## config.mk

```make
export PLATFORM = sky130hd
export DESIGN_NAME = nc1hwc2_to_nchw_remap_top
export DESIGN_NICKNAME = d
export VERILOG_FILES = /design/src/sv/ncrm_pkg.sv /design/src/sv/ncrm_queue.sv /design/src/sv/ncrm_front.sv /design/src/sv/ncrm_back.sv /design/src/sv/nc1hwc2_to_nchw_remap_top.sv
export VERILOG_INCLUDE_DIRS = /design/src /design/src/sv
export SDC_FILE = /design/constraint.sdc
export NUM_CORES = 2
export LEC_CHECK = 0
export BUFFER_PORTS_ARGS = -buffer_cell sky130_fd_sc_hd__buf_2
export CORE_ASPECT_RATIO = 0.9
export CORE_MARGIN = 1
export CORE_UTILIZATION = 50
export DETAILED_ROUTE_END_ITERATION = 10
export PLACE_DENSITY_LB_ADDON = 0.15
export SETUP_SLACK_MARGIN = 0.5
export SLEW_MARGIN = 5
export SYNTH_ARGS = -nofsm -noshare
export SYNTH_HDL_FRONTEND = slang
export SYNTH_SLANG_ARGS = --single-unit
```

## constraint.sdc

```tcl
create_clock -name clk -period 8.69 [get_ports clk]
set_input_delay 0.4345 -clock clk [delete_from_list [all_inputs] [get_ports clk]]
set_output_delay 0.4345 -clock clk [all_outputs]
set_load 0.02 [all_outputs]
```

## src/sv/nc1hwc2_to_nchw_remap_top_assert.svh

```systemverilog
// Assertion macros for the NC1HWC2 to NCHW remap top level.
// They expect signals named clk and arst_n in the including module.
`ifndef NC1HWC2_TO_NCHW_REMAP_TOP_ASSERT_SVH
`define NC1HWC2_TO_NCHW_REMAP_TOP_ASSERT_SVH

// Condition and consequence in the same cycle.
`define NCRM_ASSERT_SAME(lbl, ante, cons) \
	lbl: assert property (@(posedge clk) disable iff (!arst_n) (ante) |-> (cons)) \
		else $error("nc1hwc2_to_nchw_remap: same-cycle check failed");

// Consequence in the cycle after the condition.
`define NCRM_ASSERT_NEXT(lbl, ante, cons) \
	lbl: assert property (@(posedge clk) disable iff (!arst_n) (ante) |=> (cons)) \
		else $error("nc1hwc2_to_nchw_remap: next-cycle check failed");

`endif

```

## src/sv/ncrm_pkg.sv

```systemverilog
// Shared types, constants and helpers for the NC1HWC2 to NCHW remap block.
// Used by the front, queue, back and top-level modules; depends on nothing.
`timescale 1ns / 1ps

package ncrm_pkg;

	// Default values of the top-level parameters.
	localparam int MAX_EXTENT_DEF = 1024;
	localparam int MAX_BLOCK_DEF = 32;
	localparam int MAX_PLANES_DEF = 256;
	localparam int ADDR_WIDTH_DEF = 32;

	// Fixed by the register and field widths.
	localparam int BATCH_LIMIT = 16;
	localparam int BATCH_W = 4;
	localparam int CHANNEL_W = 14;
	localparam int STRIDE_W = 21;
	localparam int PIX_W = 20;
	localparam int BPROD_W = BATCH_W + CHANNEL_W;
	localparam int CFG_INDEX_W = 3;
	localparam int CFG_DATA_W = 21;
	localparam int QUEUE_DEPTH = 4;
	localparam int DEST_W = 32;

	typedef enum logic [CFG_INDEX_W-1:0] {
		REG_BATCH_COUNT   = 3'd0,
		REG_PLANE_COUNT   = 3'd1,
		REG_ROW_COUNT     = 3'd2,
		REG_COLUMN_COUNT  = 3'd3,
		REG_BLOCK_SIZE    = 3'd4,
		REG_CHANNEL_COUNT = 3'd5,
		REG_PLANE_STRIDE  = 3'd6
	} reg_index_t;

	typedef struct packed {
		logic [4:0]  batch_count;
		logic [8:0]  plane_count;
		logic [10:0] row_count;
		logic [10:0] column_count;
		logic [5:0]  block_size;
		logic [13:0] channel_count;
		logic [20:0] plane_stride;
	} cfg_t;

	typedef struct packed {
		logic full;
		logic empty;
	} q_stat_t;

	// A count of zero behaves as one, anything above the limit as the limit.
	function automatic logic [15:0] clamp_count(input logic [15:0] v, input logic [15:0] hi);
		logic [15:0] r;
		if (v == 16'd0) begin
			r = 16'd1;
		end else if (v > hi) begin
			r = hi;
		end else begin
			r = v;
		end
		return r;
	endfunction

endpackage

```

## src/sv/ncrm_queue.sv

```systemverilog
// Short FIFO between the remap front end and the address pipeline.
// Uses ncrm_pkg for the status struct.
`timescale 1ns / 1ps

module ncrm_queue #(
	parameter int W = 8,
	parameter int DEPTH = ncrm_pkg::QUEUE_DEPTH
) (
	input  logic                 clk,
	input  logic                 arst_n,
	input  logic                 push_valid,
	output logic                 push_ready,
	input  logic [W-1:0]         push_data,
	output logic                 pop_valid,
	input  logic                 pop_ready,
	output logic [W-1:0]         pop_data,
	output ncrm_pkg::q_stat_t    stat
);

	localparam int PTR_W = (DEPTH > 1) ? $clog2(DEPTH) : 1;
	localparam int CNT_W = $clog2(DEPTH + 1);

	logic [W-1:0]     mem_q [DEPTH];
	logic [PTR_W-1:0] wr_ptr_q;
	logic [PTR_W-1:0] rd_ptr_q;
	logic [CNT_W-1:0] count_q;
	logic             do_push;
	logic             do_pop;

	assign push_ready = (count_q != CNT_W'(DEPTH));
	assign pop_valid  = (count_q != '0);
	assign pop_data   = mem_q[rd_ptr_q];
	assign do_push    = push_valid && push_ready;
	assign do_pop     = pop_valid && pop_ready;
	assign stat.full  = !push_ready;
	assign stat.empty = !pop_valid;

	always_ff @(posedge clk) begin
		if (do_push) begin
			mem_q[wr_ptr_q] <= push_data;
		end
	end

	always_ff @(posedge clk or negedge arst_n) begin
		if (!arst_n) begin
			wr_ptr_q <= '0;
			rd_ptr_q <= '0;
			count_q  <= '0;
		end else begin
			if (do_push) begin
				wr_ptr_q <= (wr_ptr_q == PTR_W'(DEPTH - 1)) ? '0 : wr_ptr_q + 1'b1;
			end
			if (do_pop) begin
				rd_ptr_q <= (rd_ptr_q == PTR_W'(DEPTH - 1)) ? '0 : rd_ptr_q + 1'b1;
			end
			if (do_push && !do_pop) begin
				count_q <= count_q + 1'b1;
			end else if (do_pop && !do_push) begin
				count_q <= count_q - 1'b1;
			end
		end
	end

endmodule

```

## src/sv/ncrm_front.sv

```systemverilog
// Front end of the remap: source position counters, padding filter and tensor end flag.
// Uses ncrm_pkg for the configuration struct and the count clamp.
`timescale 1ns / 1ps

module ncrm_front #(
	parameter int MAX_EXTENT = ncrm_pkg::MAX_EXTENT_DEF,
	parameter int MAX_BLOCK = ncrm_pkg::MAX_BLOCK_DEF,
	parameter int MAX_PLANES = ncrm_pkg::MAX_PLANES_DEF,
	localparam int RW = (MAX_EXTENT > 1) ? $clog2(MAX_EXTENT) : 1,
	localparam int CHW = (MAX_PLANES * MAX_BLOCK > 1) ? $clog2(MAX_PLANES * MAX_BLOCK) : 1,
	localparam int EW = ncrm_pkg::BATCH_W + 2 * RW + CHW + 8 + 1
) (
	input  logic                clk,
	input  logic                arst_n,
	input  ncrm_pkg::cfg_t      cfg,
	input  logic                in_valid,
	output logic                in_ready,
	input  logic signed [7:0]   element,
	input  logic                frame_start,
	output logic                out_valid,
	input  logic                out_ready,
	output logic [EW-1:0]       out_data
);

	localparam int LW = (MAX_BLOCK > 1) ? $clog2(MAX_BLOCK) : 1;
	localparam int PW = (MAX_PLANES > 1) ? $clog2(MAX_PLANES) : 1;
	localparam int BW = ncrm_pkg::BATCH_W;
	localparam int CMPW = (CHW > ncrm_pkg::CHANNEL_W) ? CHW : ncrm_pkg::CHANNEL_W;

	logic [BW-1:0]  batch_q, b_c, b_n;
	logic [PW-1:0]  plane_q, p_c, p_n;
	logic [RW-1:0]  row_q, r_c, r_n;
	logic [RW-1:0]  col_q, c_c, c_n;
	logic [LW-1:0]  lane_q, l_c, l_n;
	logic [15:0]    nb, np, nr, nc, nl;
	logic           wrap_b, wrap_p, wrap_r, wrap_c, wrap_l;
	logic [CHW-1:0] chan_c;
	logic           keep;
	logic           last_c;
	logic           accept;

	assign nb = ncrm_pkg::clamp_count(16'(cfg.batch_count), 16'(ncrm_pkg::BATCH_LIMIT));
	assign np = ncrm_pkg::clamp_count(16'(cfg.plane_count), 16'(MAX_PLANES));
	assign nr = ncrm_pkg::clamp_count(16'(cfg.row_count), 16'(MAX_EXTENT));
	assign nc = ncrm_pkg::clamp_count(16'(cfg.column_count), 16'(MAX_EXTENT));
	assign nl = ncrm_pkg::clamp_count(16'(cfg.block_size), 16'(MAX_BLOCK));

	// A frame start restarts every counter before this element is placed.
	assign b_c = frame_start ? '0 : batch_q;
	assign p_c = frame_start ? '0 : plane_q;
	assign r_c = frame_start ? '0 : row_q;
	assign c_c = frame_start ? '0 : col_q;
	assign l_c = frame_start ? '0 : lane_q;

	assign wrap_b = (16'(b_c) + 16'd1 >= nb);
	assign wrap_p = (16'(p_c) + 16'd1 >= np);
	assign wrap_r = (16'(r_c) + 16'd1 >= nr);
	assign wrap_c = (16'(c_c) + 16'd1 >= nc);
	assign wrap_l = (16'(l_c) + 16'd1 >= nl);

	assign last_c = wrap_l && wrap_c && wrap_r && wrap_p && wrap_b;

	assign chan_c = CHW'(CHW'(p_c) * CHW'(nl) + CHW'(l_c));
	assign keep   = (CMPW'(chan_c) < CMPW'(cfg.channel_count));

	assign in_ready  = out_ready;
	assign out_valid = in_valid && keep;
	assign out_data  = {last_c, element, chan_c, c_c, r_c, b_c};
	assign accept    = in_valid && in_ready;

	// Nested odometer: lane innermost, batch outermost.
	always_comb begin
		l_n = wrap_l ? '0 : l_c + 1'b1;
		c_n = c_c;
		r_n = r_c;
		p_n = p_c;
		b_n = b_c;
		if (wrap_l) begin
			c_n = wrap_c ? '0 : c_c + 1'b1;
			if (wrap_c) begin
				r_n = wrap_r ? '0 : r_c + 1'b1;
				if (wrap_r) begin
					p_n = wrap_p ? '0 : p_c + 1'b1;
					if (wrap_p) begin
						b_n = wrap_b ? '0 : b_c + 1'b1;
					end
				end
			end
		end
	end

	always_ff @(posedge clk or negedge arst_n) begin
		if (!arst_n) begin
			batch_q <= '0;
			plane_q <= '0;
			row_q   <= '0;
			col_q   <= '0;
			lane_q  <= '0;
		end else if (accept) begin
			batch_q <= b_n;
			plane_q <= p_n;
			row_q   <= r_n;
			col_q   <= c_n;
			lane_q  <= l_n;
		end
	end

endmodule

```

## src/sv/ncrm_back.sv

```systemverilog
// Back end of the remap: four-stage destination address pipeline with output register.
// Uses ncrm_pkg for the configuration struct, widths and the count clamp.
`timescale 1ns / 1ps

module ncrm_back #(
	parameter int MAX_EXTENT = ncrm_pkg::MAX_EXTENT_DEF,
	parameter int MAX_BLOCK = ncrm_pkg::MAX_BLOCK_DEF,
	parameter int MAX_PLANES = ncrm_pkg::MAX_PLANES_DEF,
	parameter int ADDR_WIDTH = ncrm_pkg::ADDR_WIDTH_DEF,
	localparam int RW = (MAX_EXTENT > 1) ? $clog2(MAX_EXTENT) : 1,
	localparam int CHW = (MAX_PLANES * MAX_BLOCK > 1) ? $clog2(MAX_PLANES * MAX_BLOCK) : 1,
	localparam int EW = ncrm_pkg::BATCH_W + 2 * RW + CHW + 8 + 1
) (
	input  logic                               clk,
	input  logic                               arst_n,
	input  ncrm_pkg::cfg_t                     cfg,
	input  logic                               in_valid,
	output logic                               in_ready,
	input  logic [EW-1:0]                      in_data,
	output logic                               out_valid,
	input  logic                               out_ready,
	output logic [ncrm_pkg::DEST_W-1:0]        dest_index,
	output logic signed [7:0]                  value,
	output logic                               tensor_done
);

	localparam int BW = ncrm_pkg::BATCH_W;
	localparam int PXW = ncrm_pkg::PIX_W;
	localparam int BPW = ncrm_pkg::BPROD_W;
	localparam int TW = ((BPW > CHW) ? BPW : CHW) + 1;
	localparam int MW = TW + ncrm_pkg::STRIDE_W;
	localparam int AW = ADDR_WIDTH;

	logic [BW-1:0]     in_batch;
	logic [RW-1:0]     in_row;
	logic [RW-1:0]     in_col;
	logic [CHW-1:0]    in_chan;
	logic [7:0]        in_value;
	logic              in_last;
	logic [15:0]       nc;
	logic              adv;
	logic [MW-1:0]     prod_full;
	logic [AW-1:0]     dest_sum;

	logic              v_s1, v_s2, v_s3, v_s4;
	logic [BPW-1:0]    bprod_s1;
	logic [CHW-1:0]    chan_s1;
	logic [PXW-1:0]    pix_s1, pix_s2, pix_s3;
	logic [7:0]        value_s1, value_s2, value_s3, value_s4;
	logic              last_s1, last_s2, last_s3, last_s4;
	logic [TW-1:0]     tot_s2;
	logic [AW-1:0]     prod_s3;
	logic [ncrm_pkg::DEST_W-1:0] dest_s4;

	assign {in_last, in_value, in_chan, in_col, in_row, in_batch} = in_data;

	assign nc = ncrm_pkg::clamp_count(16'(cfg.column_count), 16'(MAX_EXTENT));

	// The whole pipe moves unless the output register holds a result nobody takes.
	assign adv      = !v_s4 || out_ready;
	assign in_ready = adv;

	assign prod_full = MW'(tot_s2) * MW'(cfg.plane_stride);
	assign dest_sum  = AW'(prod_s3 + AW'(pix_s3));

	always_ff @(posedge clk or negedge arst_n) begin
		if (!arst_n) begin
			v_s1 <= 1'b0;
			v_s2 <= 1'b0;
			v_s3 <= 1'b0;
			v_s4 <= 1'b0;
		end else if (adv) begin
			v_s1 <= in_valid;
			v_s2 <= v_s1;
			v_s3 <= v_s2;
			v_s4 <= v_s3;
		end
	end

	always_ff @(posedge clk) begin
		if (adv) begin
			// Stage 1: batch offset in channels and pixel offset within a plane.
			bprod_s1 <= BPW'(BPW'(in_batch) * BPW'(cfg.channel_count));
			pix_s1   <= PXW'(PXW'(in_row) * PXW'(nc) + PXW'(in_col));
			chan_s1  <= in_chan;
			value_s1 <= in_value;
			last_s1  <= in_last;
			// Stage 2: destination channel number.
			tot_s2   <= TW'(bprod_s1) + TW'(chan_s1);
			pix_s2   <= pix_s1;
			value_s2 <= value_s1;
			last_s2  <= last_s1;
			// Stage 3: channel base address, wrapped to the address width.
			prod_s3  <= AW'(prod_full);
			pix_s3   <= pix_s2;
			value_s3 <= value_s2;
			last_s3  <= last_s2;
			// Stage 4: output register.
			dest_s4  <= ncrm_pkg::DEST_W'(dest_sum);
			value_s4 <= value_s3;
			last_s4  <= last_s3;
		end
	end

	assign out_valid   = v_s4;
	assign dest_index  = dest_s4;
	assign value       = value_s4;
	assign tensor_done = last_s4;

endmodule

```

## src/sv/nc1hwc2_to_nchw_remap_top.sv

```systemverilog
// NC1HWC2 to NCHW remap top level: config registers, front end, queue and address pipeline.
// Throughput is one element per cycle while the queue has room; a stalled output fills it.
// A taken element is queued at the accepting edge, then passes the four address registers.
// Padding lanes are taken by the front end and give no result.
// Reset clears all position counters and the queue and loads the register reset values.
`timescale 1ns / 1ps
`include "nc1hwc2_to_nchw_remap_top_assert.svh"

module nc1hwc2_to_nchw_remap_top #(
	parameter int MAX_EXTENT = ncrm_pkg::MAX_EXTENT_DEF,
	parameter int MAX_BLOCK = ncrm_pkg::MAX_BLOCK_DEF,
	parameter int MAX_PLANES = ncrm_pkg::MAX_PLANES_DEF,
	parameter int ADDR_WIDTH = ncrm_pkg::ADDR_WIDTH_DEF
) (
	input  logic                                clk,
	input  logic                                arst_n,
	// Configuration write channel: one request writes one register.
	input  logic                                cfg_valid,
	output logic                                cfg_ready,
	input  logic [ncrm_pkg::CFG_INDEX_W-1:0]    cfg_index,
	input  logic [ncrm_pkg::CFG_DATA_W-1:0]     cfg_data,
	// Source elements.
	input  logic                                s_tvalid,
	output logic                                s_tready,
	input  logic [7:0]                          s_tdata,  // [7:0] element
	input  logic                                s_tuser,  // [0] frame_start
	// Destination results.
	output logic                                m_tvalid,
	input  logic                                m_tready,
	output logic [39:0]                         m_tdata,  // [31:0] dest_index, [39:32] value
	output logic                                m_tlast   // tensor_done
);

	localparam int RW = (MAX_EXTENT > 1) ? $clog2(MAX_EXTENT) : 1;
	localparam int CHW = (MAX_PLANES * MAX_BLOCK > 1) ? $clog2(MAX_PLANES * MAX_BLOCK) : 1;
	localparam int EW = ncrm_pkg::BATCH_W + 2 * RW + CHW + 8 + 1;

	ncrm_pkg::cfg_t    cfg_q;
	ncrm_pkg::q_stat_t q_stat;

	logic              f_valid;
	logic              f_ready;
	logic [EW-1:0]     f_data;
	logic              b_valid;
	logic              b_ready;
	logic [EW-1:0]     b_data;
	logic [ncrm_pkg::DEST_W-1:0] dest_index;
	logic signed [7:0] value;

	// Registers may be written at any time; the user, not the block, keeps it idle when it matters.
	// Writes to an index beyond the register list complete and are dropped.
	assign cfg_ready = 1'b1;

	always_ff @(posedge clk or negedge arst_n) begin
		if (!arst_n) begin
			cfg_q.batch_count   <= 5'd1;
			cfg_q.plane_count   <= 9'd1;
			cfg_q.row_count     <= 11'd1;
			cfg_q.column_count  <= 11'd1;
			cfg_q.block_size    <= 6'd16;
			cfg_q.channel_count <= 14'd16;
			cfg_q.plane_stride  <= 21'd1;
		end else if (cfg_valid && cfg_ready) begin
			unique case (cfg_index)
				ncrm_pkg::REG_BATCH_COUNT:   cfg_q.batch_count   <= cfg_data[4:0];
				ncrm_pkg::REG_PLANE_COUNT:   cfg_q.plane_count   <= cfg_data[8:0];
				ncrm_pkg::REG_ROW_COUNT:     cfg_q.row_count     <= cfg_data[10:0];
				ncrm_pkg::REG_COLUMN_COUNT:  cfg_q.column_count  <= cfg_data[10:0];
				ncrm_pkg::REG_BLOCK_SIZE:    cfg_q.block_size    <= cfg_data[5:0];
				ncrm_pkg::REG_CHANNEL_COUNT: cfg_q.channel_count <= cfg_data[13:0];
				ncrm_pkg::REG_PLANE_STRIDE:  cfg_q.plane_stride  <= cfg_data[20:0];
				default: begin
				end
			endcase
		end
	end

	// The front end tracks the source position, flags the last element of a
	// tensor and drops padding lanes before they reach the queue.
	ncrm_front #(
		.MAX_EXTENT (MAX_EXTENT),
		.MAX_BLOCK  (MAX_BLOCK),
		.MAX_PLANES (MAX_PLANES)
	) u_front (
		.clk         (clk),
		.arst_n      (arst_n),
		.cfg         (cfg_q),
		.in_valid    (s_tvalid),
		.in_ready    (s_tready),
		.element     (s_tdata),
		.frame_start (s_tuser),
		.out_valid   (f_valid),
		.out_ready   (f_ready),
		.out_data    (f_data)
	);

	// The queue lets the front keep taking elements while the output is stalled, until it is full.
	ncrm_queue #(
		.W     (EW),
		.DEPTH (ncrm_pkg::QUEUE_DEPTH)
	) u_queue (
		.clk        (clk),
		.arst_n     (arst_n),
		.push_valid (f_valid),
		.push_ready (f_ready),
		.push_data  (f_data),
		.pop_valid  (b_valid),
		.pop_ready  (b_ready),
		.pop_data   (b_data),
		.stat       (q_stat)
	);

	// The back end turns positions into the NCHW destination index.
	ncrm_back #(
		.MAX_EXTENT (MAX_EXTENT),
		.MAX_BLOCK  (MAX_BLOCK),
		.MAX_PLANES (MAX_PLANES),
		.ADDR_WIDTH (ADDR_WIDTH)
	) u_back (
		.clk         (clk),
		.arst_n      (arst_n),
		.cfg         (cfg_q),
		.in_valid    (b_valid),
		.in_ready    (b_ready),
		.in_data     (b_data),
		.out_valid   (m_tvalid),
		.out_ready   (m_tready),
		.dest_index  (dest_index),
		.value       (value),
		.tensor_done (m_tlast)
	);

	assign m_tdata = {value, dest_index};

	// A full queue can never be empty at the same time.
	`NCRM_ASSERT_SAME(a_queue_full_not_empty, q_stat.full, !q_stat.empty)
	// A request pushed into the queue leaves it holding at least one entry.
	`NCRM_ASSERT_NEXT(a_push_fills_queue, f_valid && f_ready, !q_stat.empty)

endmodule

```

==> impl_metrics.py <==
metrics = {
    "timing": {
        "rsz0062_at_grt": "false",
        "clock_skew_ns": 0.0489,
        "period_minus_slack_ns": 7.42,
        "worst_pin_slew_ns": 1.02,
        "drv_slew": 0,
        "tns_ns": 0,
        "fmax_mhz": 135,
        "slew_headroom_pct": 31.8,
        "period_share_pct": 85.4,
        "hold_viol_final": 0,
        "setup_viol": 0,
    },
    "yosys": {
        "yosysWarnings": 0,
        "syn_area_um2": 40100,
        "ys_ff_latch": 519,
        "synth_edf_count": 394,
        "synthCells": 3571,
        "synth_area_per_cell_um2": 11.2,
        "seq_area_frac_synth_pct": 37.3,
        "yosysTopAreaCell": "edfxtp_1",
        "synth_fp_nets": 4338,
        "async_reset_ff_share_pct": 24.1,
        "ys_types": 81,
        "post_synth_main_area_contributors": "edfxtp_1 (29%), fa_1 (21%), ha_1 (9.3%)",
        "synth_top_area_share_pct": 29.5,
        "ys.flop_type": "edfxtp_1",
    },
    "clocking": {
        "clockRootBuffer": "clkbuf_16",
        "tritoncts": "done",
        "cts-buffers-inserted": 56,
        "insertion_delay_ns": 0.66,
        "post_cts_buffers": 0,
        "clockBufferDepth": 3,
        "h-tree-depth": 2,
        "cts_sinks": 519,
        "clk_pin_slew_ns": 0.06,
    },
    "setup_path": {
        "cp.required_ns": 9.01,
        "crit_path_end_kind": "register",
        "r2r_cells": 23,
        "worst-path-max-fanout": 29,
        "crit_path_start_kind": "register",
        "critical_path_arrival_ns": 7.74,
        "r2r_slack_ns": 1.27,
        "criticalPathCategory": "reg2reg",
        "r2r-start": "cfg_q[39]$_DFFE_PN1P_",
        "timing.rr.end": "u_queue.mem_q[2][12]$_DFFE_PP_",
    },
    "global_route": {
        "grtUsageTotal_pct": 22.4,
        "grt_pass1_vias": 25800,
        "grt_max_degree": 74,
        "grt_pass1_wl_um": 142000,
        "antenna_found_initial": 4,
        "grt-ovfl-total": 0,
    },
    "drt": {
        "first_pass_iters": 11,
        "drt-wirelength-per-cell_um": 18.6,
        "vias": 25000,
        "via_per_inst": 5.28,
        "drt-initial-drc-count": 1660,
        "antenna_left": 0,
        "drc": 1,
        "wl_um": 88100,
    },
    "floorplan": {
        "row_count": 98,
        "core_area_um2": 79500,
        "die_h_um": 271,
        "initial_core_util_pct": 50.5,
        "dieArea_um2": 81400,
        "die_w_um": 301,
        "io_pins": 82,
    },
    "final_layout": {
        "final_cell_mix": "inv_1 (553), nand2_1 (472), fa_1 (430), edfxtp_1 (394), ha_1 (299)",
        "multiInputGateArea_um2": 22600,
        "seq_area_um2": 15000,
        "fin_nets": 4401,
        "final_common_cell": "inv_1",
        "drive_above_1_share_pct": 10.1,
        "antenna_cells": 0,
        "nFillCells": 6845,
        "syn2layout_area_growth_pct": 9.09,
    },
    "hold_path": {
        "worstHoldStart": "cfg_data[13]",
        "hold_path.class": "in2reg",
        "min_path_cells": 2,
        "worstHoldEndpoint": "cfg_q[13]$_DFFE_PN0P_",
    },
    "place": {
        "place_congestion": 0.866,
        "port_buffers": 80,
        "hpwlAfterDp_um": 65900,
    },
    "flow_run": {
        "maxCapViolCount": 0,
    },
    "status": {
        "outcome": "finished, violations left",
        "failed_checks": "DRC",
    },
}
-- cell type report --
cell class,count,area share (%)
Multi-Input combinational cell,2376,51.7
Sequential cell,519,34.2
Inverter,555,4.76
Clock buffer,69,3.48
Tap cell,1050,3.00
Timing Repair Buffer,126,1.92
Clock inverter,37,0.941
-- cell usage after synthesis, drive strengths merged, types with 5 or more instances --
library cell / count
fa: 430
buf: 10
a31oi: 8
a21oi: 88
inv: 554
o21ai: 90
nor2: 169
ha: 299
and3: 16
xnor2: 107
nor4: 7
a22o: 16
o211ai: 8
nor2b: 57
xor2: 41
a211oi: 7
or2: 11
mux2i: 6
dfstp: 7
nand4: 7
nand3: 38
or3: 7
mux4: 42
nand2: 472
mux2: 85
nor3: 31
or4: 5
and2: 169
a31o: 5
clkbuf: 111
dfrtp: 118
edfxtp: 394
o31ai: 8
o21a: 16
a21o: 35
o21bai: 10
nand2b: 32
-- sequential cells by signal, summed over array words and instances (netlist names), 3 cells and up --
register,cells
cfg_q,77
u_back.bprod_s1,18
u_back.chan_s1,13
u_back.dest_index,32
u_back.pix_s1,20
u_back.pix_s2,20
u_back.pix_s3,20
u_back.prod_s3,32
u_back.tot_s2,19
u_back.value,8
u_back.value_s1,8
u_back.value_s2,8
u_back.value_s3,8
u_front.batch_q,4
u_front.col_q,10
u_front.lane_q,5
u_front.plane_q,8
u_front.row_q,10
u_queue.count_q,3
u_queue.mem_q,184
-- cells by family (layout without fill, tap and decap cells) --
kind of cell,count (synthesis),count (layout),synth area share [%]
compound gates,331,331,5.40
xor+xnor,148,148,3.23
fa+ha+maj,730,730,30.8
buf+inv,676,787,6.34
flops,519,519,37.3
mux,133,133,4.89
other cells,1,1,0.00935
simple gates,1033,1033,12.0
-- critical path: stages, from the launching register on --
cell and delay, ns:
dfstp_2 0.54, nor2b_1 0.29, inv_1 0.22, or2_2 0.35, fa_1 0.49, fa_1 0.49
inv_1 0.05, fa_1 0.53, inv_1 0.05, fa_1 0.52, inv_1 0.04, ha_1 0.33
a21o_1 0.17, a21o_1 0.19, a21o_1 0.18, a21oi_1 0.16, xnor2_1 0.22, ha_1 0.31
a21o_1 0.18, a21oi_1 0.13, o21ai_0 0.08, a21oi_1 0.58, and2_2 0.64, buf_12 0.28
-- metal layers --
metal / vias to the layer above / GRT usage, % / wire length (um)
li1: 11800 / - / -
met1: 12500 / 32.8 / 41600
met2: 580 / 34.7 / 39500
met3: 102 / 3.71 / 5130
met4: 0 / 5.69 / 1910
met5: - / 0 / 0
-- stage by stage --
stage	instances	hold slack (ns)	util (%)	instance area, um^2	worst slack [ns]
finish	4732	0.0411	55.1	43800	1.27
global route	4732	0.0226	55.1	43800	0.897
CTS	4732	0.000625	55.1	43800	1.24
detailed placement	4610	0.405	52.4	41700	1.26
global placement	4610	0.400	52.4	41700	1.37
floorplan	3571	0.139	-	40100	1.24
-- worst max-delay path by stage --
stage,from,endpoint,cells after the start
after floorplan,s_tuser,u_queue.mem_q[3][0]$_DFFE_PP_,25
after global placement,cfg_q[39]$_DFFE_PN1P_,u_queue.mem_q[2][27]$_DFFE_PP_,23
after detailed placement,s_tuser,u_queue.mem_q[2][30]$_DFFE_PP_,26
after CTS,cfg_q[39]$_DFFE_PN1P_,u_queue.mem_q[2][24]$_DFFE_PP_,23
after global routing,cfg_q[40]$_DFFE_PN0P_,u_queue.mem_q[2][12]$_DFFE_PP_,24
final,cfg_q[39]$_DFFE_PN1P_,u_queue.mem_q[2][12]$_DFFE_PP_,23
-- repair_timing --
item,4_1_cts,5_1_grt
hold buffers,16,0
hold endpoints to repair,101,0
gates resized for setup,0,0
Power is left out: the tool's default activity adds up to more than one toggle a clock period on the data nets, which glitch-free logic cannot reach.
